===== src/hw/rtl/dvrt_pkg.sv =====
// Shared types and constants of the distance-vector route table.
package dvrt_pkg;

   localparam int unsigned METRIC_WIDTH = 5;

   typedef enum logic [1:0] {
      OP_UPDATE = 2'd0,
      OP_TICK   = 2'd1,
      OP_READ   = 2'd2,
      OP_NONE   = 2'd3
   } op_type;

   typedef enum logic [1:0] {
      ST_FREE    = 2'd0,
      ST_ACTIVE  = 2'd1,
      ST_TIMEOUT = 2'd2,
      ST_UNUSED  = 2'd3
   } status_type;

   typedef enum logic [3:0] {
      FSM_CLEAR,
      FSM_IDLE,
      FSM_MATCH_RD,
      FSM_MATCH_CHK,
      FSM_FREE_RD,
      FSM_FREE_CHK,
      FSM_TICK_RD,
      FSM_TICK_CHK,
      FSM_READ_RD,
      FSM_READ_CHK,
      FSM_DONE
   } fsm_type;

   localparam logic [1:0] CSR_MY_ADDRESS    = 2'd0;
   localparam logic [1:0] CSR_ROUTE_TIMEOUT = 2'd1;
   localparam logic [1:0] CSR_GARBAGE_DELAY = 2'd2;

   // Controller to datapath.
   typedef struct packed {
      logic clear;      // free the entry at index
      logic load;       // capture request beat
      logic clr_index;  // index back to zero
      logic rd_status;  // read entry at index (result next cycle)
      logic rd_req;     // read entry named by entry_index
      logic inc_index;
      logic do_match;   // apply update rules to read entry
      logic do_install;
      logic do_tick;
      logic do_read;    // build advertisement
      logic set_full;
      logic out_load;
   } cmd_type;

   // Datapath to controller.
   typedef struct packed {
      logic [1:0] op;
      logic       own;       // destination is our own address
      logic       infinite;  // cost saturated
      logic       last;      // index at last entry
      logic       hit_match; // read entry is in use with same destination
      logic       hit_free;  // read entry is free
   } sts_type;

endpackage


===== src/hw/rtl/dvrt_ctrl.sv =====
// Controller state machine that sequences the walks over the table.
module dvrt_ctrl
   import dvrt_pkg::*;
(
   input  logic    clock,
   input  logic    reset,
   input  logic    req_valid,
   output logic    req_stall,
   input  logic    out_busy,
   input  sts_type sts,
   output cmd_type cmd
);

   fsm_type state_ff, state_in;

   always_ff @(posedge clock) begin
      if (reset) state_ff <= FSM_CLEAR;
      else       state_ff <= state_in;
   end

   always_comb begin
      state_in = state_ff;
      unique case (state_ff)
         FSM_CLEAR: begin
            if (sts.last) state_in = FSM_IDLE;
         end
         FSM_IDLE: begin
            if (req_valid) state_in = FSM_DONE;
         end
         FSM_DONE: begin
            // first cycle after load: dispatch
            unique case (sts.op)
               OP_UPDATE: state_in = sts.own ? FSM_IDLE : FSM_MATCH_RD;
               OP_TICK:   state_in = FSM_TICK_RD;
               OP_READ:   state_in = FSM_READ_RD;
               default:   state_in = FSM_IDLE;
            endcase
            if (out_busy) state_in = FSM_DONE;
         end
         FSM_MATCH_RD:  state_in = FSM_MATCH_CHK;
         FSM_MATCH_CHK: begin
            if (sts.hit_match)     state_in = out_busy ? FSM_MATCH_CHK : FSM_IDLE;
            else if (!sts.last)    state_in = FSM_MATCH_RD;
            else if (sts.infinite) state_in = out_busy ? FSM_MATCH_CHK : FSM_IDLE;
            else                   state_in = FSM_FREE_RD;
         end
         FSM_FREE_RD:  state_in = FSM_FREE_CHK;
         FSM_FREE_CHK: begin
            if (sts.hit_free || sts.last) state_in = out_busy ? FSM_FREE_CHK : FSM_IDLE;
            else                          state_in = FSM_FREE_RD;
         end
         FSM_TICK_RD:  state_in = FSM_TICK_CHK;
         FSM_TICK_CHK: begin
            if (!sts.last)     state_in = FSM_TICK_RD;
            else if (!out_busy) state_in = FSM_IDLE;
         end
         FSM_READ_RD:  state_in = FSM_READ_CHK;
         FSM_READ_CHK: begin
            if (!out_busy) state_in = FSM_IDLE;
         end
         default: state_in = FSM_IDLE;
      endcase
   end

   always_comb begin
      cmd = '0;
      req_stall = 1'b1;
      unique case (state_ff)
         FSM_CLEAR: begin
            cmd.clear     = 1'b1;
            cmd.inc_index = !sts.last;
         end
         FSM_IDLE: begin
            req_stall     = 1'b0;
            cmd.load      = req_valid;
            cmd.clr_index = 1'b1;
         end
         FSM_DONE: begin
            if (!out_busy && ((sts.op == OP_UPDATE && sts.own) || sts.op == OP_NONE))
               cmd.out_load = 1'b1;
         end
         FSM_MATCH_RD, FSM_FREE_RD, FSM_TICK_RD: cmd.rd_status = 1'b1;
         FSM_READ_RD: cmd.rd_req = 1'b1;
         FSM_MATCH_CHK: begin
            if (sts.hit_match) begin
               cmd.do_match = !out_busy;
               cmd.out_load = !out_busy;
            end else if (!sts.last) begin
               cmd.inc_index = 1'b1;
            end else if (sts.infinite) begin
               cmd.out_load = !out_busy;
            end else begin
               cmd.clr_index = 1'b1;
            end
         end
         FSM_FREE_CHK: begin
            if (sts.hit_free) begin
               cmd.do_install = !out_busy;
               cmd.out_load   = !out_busy;
            end else if (sts.last) begin
               cmd.set_full = 1'b1;
               cmd.out_load = !out_busy;
            end else begin
               cmd.inc_index = 1'b1;
            end
         end
         FSM_TICK_CHK: begin
            if (!sts.last) begin
               cmd.do_tick   = 1'b1;
               cmd.inc_index = 1'b1;
            end else begin
               cmd.do_tick  = !out_busy;
               cmd.out_load = !out_busy;
            end
         end
         FSM_READ_CHK: begin
            cmd.do_read  = 1'b1;
            cmd.out_load = !out_busy;
         end
         default: ;
      endcase
   end

endmodule


===== config.mk =====
export PLATFORM = sky130hd
export DESIGN_NAME = dvrt_ctrl
export DESIGN_NICKNAME = d
export VERILOG_FILES = /design/src/hw/rtl/dvrt_pkg.sv /design/src/hw/rtl/dvrt_ctrl.sv
export SDC_FILE = /design/constraint.sdc
export NUM_CORES = 1
export LEC_CHECK = 0
export BUFFER_PORTS_ARGS = -buffer_cell sky130_fd_sc_hd__buf_2
export CAP_MARGIN = 20
export CORE_MARGIN = 2
export CORE_UTILIZATION = 23
export CTS_BUF_LIST = sky130_fd_sc_hd__clkbuf_4 sky130_fd_sc_hd__clkbuf_8
export DETAILED_ROUTE_END_ITERATION = 10
export PLACE_DENSITY = 0.5
export SYNTH_ARGS = -nofsm -noshare
export SYNTH_HDL_FRONTEND = slang
export SYNTH_SLANG_ARGS = --single-unit

===== constraint.sdc =====
create_clock -name clock -period 1.5 [get_ports clock]
set_input_delay 0.075 -clock clock [delete_from_list [all_inputs] [get_ports clock]]
set_output_delay 0.075 -clock clock [all_outputs]
set_load 0.005 [all_outputs]

Word level (Yosys, flattened, before mapping)
Index checks and enable logic that the tools add are counted.
{"block": "totals", "word_cells": 70, "register_bits": 4, "out_inout_bits": 13, "in_bits": 11}
{"block": "classes", "eq_ne": 15, "n_reduce_logical": 10, "n_mux": 44}
{"op": "case mux 4 bit (11 select lines)", "count": 1}
{"op": "2-to-1 mux 1 bit", "count": 26}
{"op": "2-to-1 mux 4 bit", "count": 5}
{"op": "equality test 4 x 3 -> 1 bit (second input constant)", "count": 4}
{"op": "2-to-1 mux 3 bit", "count": 5}
{"op": "equality test 4 bit (second input constant)", "count": 3}
{"op": "case mux 4 bit (3 select lines)", "count": 1}
{"op": "equality test 4 x 2 -> 1 bit (second input constant)", "count": 2}
{"op": "2-to-1 mux 2 bit", "count": 3}
{"op": "case mux 1 bit (5 select lines)", "count": 1}
{"op": "equality test 2 bit (second input constant)", "count": 2}
{"op": "equality test 4 x 1 -> 1 bit (second input constant)", "count": 1}
{"op": "zero test 4 bit", "count": 1}
{"op": "inequality test 2 bit (second input constant)", "count": 2}
{"op": "case mux 1 bit (4 select lines)", "count": 1}
{"op": "OR reduction 3 bit", "count": 1}
{"op": "equality test 2 x 1 -> 1 bit (second input constant)", "count": 1}
{"op": "logical AND 1 bit", "count": 2}
{"op": "zero test 1 bit", "count": 2}
{"op": "zero test 2 bit", "count": 1}
{"op": "logical OR 1 bit", "count": 2}
{"op": "case mux 1 bit (2 select lines)", "count": 1}
{"op": "AND reduction 2 bit", "count": 1}

Logic depth before layout (Yosys ltp)
{"block": "depth", "ltp_word": 6, "mapped_depth": 6, "ltp_nobuf": 4}

Worst setup path after synthesis
OpenSTA, ideal clock, no wires.
{"block": "synth_path", "path_kind": "reg-to-output", "from": "register state_ff[3]", "to": "output cmd[0] in the netlist's numbering", "t_arrival_ns": 1.360, "required_time_ns": 1.425, "stages_incl_launch_ff": 6, "n_path_buf": 1, "path_slack_ns": 0.065, "path_cell_list": "dfxtp_1 buf_6 or2b_2 a2111oi_4 a211o_1 and3_1"}
{"element": "start: declaration", "line": "dvrt_ctrl.sv:14", "rtl": "fsm_type state_ff, state_in;"}
{"element": "start signal: assignment", "line": "dvrt_ctrl.sv:18", "rtl": "else state_ff <= state_in;"}
{"element": "end: declaration", "line": "dvrt_ctrl.sv:11", "rtl": "output cmd_type cmd"}

==> impl_summary.txt <==
----------------------------------------------------
[Power]
  IR Drop Worst-Case VDD ... 177 µV
  Flop pwr share ... 0.184
  Proportion of power drawn by combinational gates ... 0.632
  Total power divided by cell area ... 608 nW/µm²
  Power share of the clock group ... 0.184
  Sw frac ... 0.370
  Net switching power figure ... 265 µW
  Cell Int Power ... 450 µW
  Leakage dissipation ... 0.000539 µW

[Synth]
  Basic-gate share of the synthesized area counting and, or, nand and nor cells ... 0.361
  Mapped Nets ... 99
  Synth Area in Adders ... 0
  Async SR Flop Fraction ... 0
  Synthesized flop and latch total ... 4
  Mapped Area ... 686 µm²
  Number of distinct library cells after synthesis ... 39
  Proportion of synthesized chip area in sequential cells ... 0.117
  Number of flops mapped to enable cells by yosys ... 0
  Xor-xnor portion of the synthesized cell area ... 0.0128
  Synth Area in Compound Gates ... 0.359
  Main combinational cell family by area after synthesis ... simple AND/OR/NAND/NOR gates
  Most used DFF post-synth ... dfxtp_1
  Synthesis warning total ... 0
  Instance count of the mapped netlist ... 88
  Multiplexer share of the synthesized area ... 0
  Per-instance average area after synthesis ... 7.79 µm²

[Timing]
  Post-route setup slack ... -0.174 ns
  Max-slew violation total from the final report ... 0
  FMAX ... 597 MHz
  Post-route clock period utilization ... 1.12
  Measured slew at the worst slew-check pin ... 0.461 ns
  Setup repair after global routing missed its margin ... yes
  Skew final ... 0.000669 ns
  Final count of negative-setup-slack endpoints ... 1
  Final hold violation count ... 0
  Post-route minimum period ... 1.67 ns
  Max transition margin ... 0.692

[Outcome]
  Run status ... complete, but fails checks
  Failing checks ... DRC, setup timing

[Clock tree]
  Total CTS buffers ... 3
  Root Driver ... clkbuf_4
  Maximum level of the CTS H-tree ... 1
  Register clock-pin slew on the reported worst setup and hold paths ... 0.04 ns
  Number of buffers on the longest clock path ... 2
  Number of hold buffers added after cts ... 0
  TritonCTS sink count ... 4
  CTS tree ... yes
  Clock latency of the later-clocked register in the worst-skew pair ... 0.23 ns

[Worst setup path]
  FF-to-FF End ... state_ff[0]
  Worst Setup Path Type ... flop to primary output
  Crit-path cells ... buf_6 -> buf_6 -> a32o_1 -> a211o_1 -> and3_1 -> buf_2
  Crit path top cell by count ... buf_6
  Start of the worst register-to-register path ... state_ff[3]
  Worst endpoint data arrival time ... 1.60 ns
  Maximum fanout encountered on the critical timing path ... 8
  Endpoint class of the critical path ... primary output
  Setup slack of the most critical reg-to-reg path ... 0.04 ns
  Nature of the critical path startpoint ... flop
  Cell family contributing the most delay on the critical path ... compound AO/OA/AOI/OAI gates
  Worst path max stage delay ... 0.32 ns
  Worst path required time ... 1.42 ns
  Critical path's slowest cell ... dfxtp_2
  Buffer and inverter count on the worst path ... 3
  Worst reg2reg path depth ... 5

[Drt]
  Via count normalized by instance count ... 5.16
  Number of DRC violations after detailed-routing iteration 0 ... 26
  Total iterations of the first detailed-routing run ... 7
  DRC violation count after routing ... 2
  Via count ... 883
  Average wire per standard cell ... 14.3 µm
  Antenna-violating nets left ... 0
  WL final ... 2.44 mm
  Routed metal-1 wirelength ... 1.00 mm
  Total length of routed met2 wires ... 1.28 mm
  Highest routed metal layer ... met4
  Total length of routed met3 wires ... 94 µm

[Floorplanning]
  Die X ... 58.6 µm
  DIE HEIGHT ... 58.6 µm
  Initial standard-cell utilization of the core ... 0.244
  Top-Level Pins ... 24
  Std cell rows ... 19
  Die outline area ... 3430 µm²
  Placeable core region ... 2810 µm²

[Hold path]
  Hold path cells ... 2
  Hold wc startpoint ... reset
  Tightest Hold Check Type ... input port to flop
  End point of the worst hold path ... state_ff[2]

[Global route]
  Congestion Overflow GR ... 0
  Number of global-route vias before repair ... 924
  Global routing usage summed across all routing layers ... 0.146
  Maximum number of pins on one net before global-route repair ... 11
  Wire length of the first global-routing pass ... 3.82 mm
  Initial antenna violation count ... 0

[Job]
  Max Cap Viol ... 0

[Placed design]
  Routability cong. ... 0.850
  Placed wire-length estimate after detailed placement ... 1.70 mm
  Cell Area, Placed ... 940 µm²
  DP Cell Count ... 159
  Count of input and output buffers ... 23
  Worst Setup Slack post-DPL ... -0.0641 ns

[Cells and area]
  Max FFs per register ... 4
  Filler instances ... 278
  Cell area after layout ... 1180 µm²
  Fraction of the core area covered by cells at the end of the flow ... 0.419
  Proportion of layout cells with a drive suffix above 1 ... 0.621
  Growth of design area from synthesis to finish ... 71.5%
  Number of nets in the final layout ... 153
  Number of antenna repair diodes ... 0
  Largest registers ... state_ff (4)
  Final standard cell count with taps included and fillers excluded ... 171
  Most flops, register ... state_ff

----------------------------------------------------
## power groups by stage
stage	clock, µW	combinational, µW	sequential (µW)
final	131	452	132
after global routing	139	491	133
after CTS	136	416	128
after detailed placement	0	356	129
after global placement	0	360	129
after floorplan	0	227	125
## how the worst max path moves through the flow
stage | end | startpoint | cells past startpoint | slack [ns]
after detailed placement | state_ff[0] | state_ff[3] | 5 | -0.06
after CTS | cmd[0] | state_ff[2] | 5 | -0.17
after floorplan | cmd[0] | state_ff[3] | 5 | 0.06
final | cmd[0] | state_ff[3] | 6 | -0.17
after global routing | cmd[0] | state_ff[3] | 6 | -0.21
after global placement | state_ff[0] | state_ff[3] | 5 | -0.06
## layout by cell type, fill, tap and decap left out, types with 2 or more instances in the layout
master,count
buf_6,10
nand2b_4,2
buf_2,23
nand4bb_4,2
a21o_1,2
dfxtp_2,3
o21ai_0,6
nor3_1,4
and3_1,3
buf_4,24
or2_2,2
a211oi_1,2
clkbuf_4,3
nor3b_1,2
nor3b_2,3
nand2_1,4
nor2_1,7
inv_1,4
nor2b_1,2
a21oi_1,5
## stage by stage
stage                     TNS (ns)  total power, µW  hold WS [ns]
after global placement      -0.123              489         0.313
after global routing        -0.384              764        0.0680
after detailed placement   -0.0641              485         0.308
after floorplan                  0              351         0.147
after CTS                   -0.231              680        0.0521
final                       -0.174              715        0.0575
## repair_timing
item                       4_1_cts  5_1_grt
buffers inserted                10        1
setup endpoints to repair        8       10
pin swaps                        7       13
gates resized for setup         12       21
## Yosys cell counts, types with 2 or more instances
library cell	number	area [µm²]
dfxtp_1	4	80.1
inv_1	4	15.0
clkbuf_8	2	27.5
buf_6	4	45.0
nand2b_1	3	18.8
nor2b_1	3	18.8
a211oi_1	2	15.0
a21oi_1	6	30.0
buf_4	2	15.0
nor2_1	7	26.3
o21ai_0	7	35.0
and3_1	3	18.8
nand4bb_1	2	22.5
a21o_1	2	15.0
nor3_1	5	25.0
nand2_1	4	15.0
nor3b_1	5	37.5
or2_2	2	12.5
## metal layers
| layer | GRT usage | vias up |
|---|---|---|
| met5 | 0 | - |
| met4 | 0.0877 | 0 |
| met3 | 0.0110 | 6 |
| met2 | 0.262 | 22 |
| met1 | 0.167 | 424 |
| li1 | - | 431 |
## cell families after synthesis
group,count (synthesis)
DFF,4
xor gates and xnor gates,1
buffers and inverters,12
and+or+nand+nor,40
AOI/OAI and AO/OA,31
## cell type report
class / count / area, µm² / area share
Tap cell: 31 / 38.8 / 0.0330
Sequential cell: 4 / 87.6 / 0.0745
Timing Repair Buffer: 57 / 408 / 0.347
Multi-Input combinational cell: 72 / 604 / 0.514
Clock buffer: 3 / 22.5 / 0.0191
Inverter: 4 / 15.0 / 0.0128
Note: power is estimated with default switching activity, not from simulation.
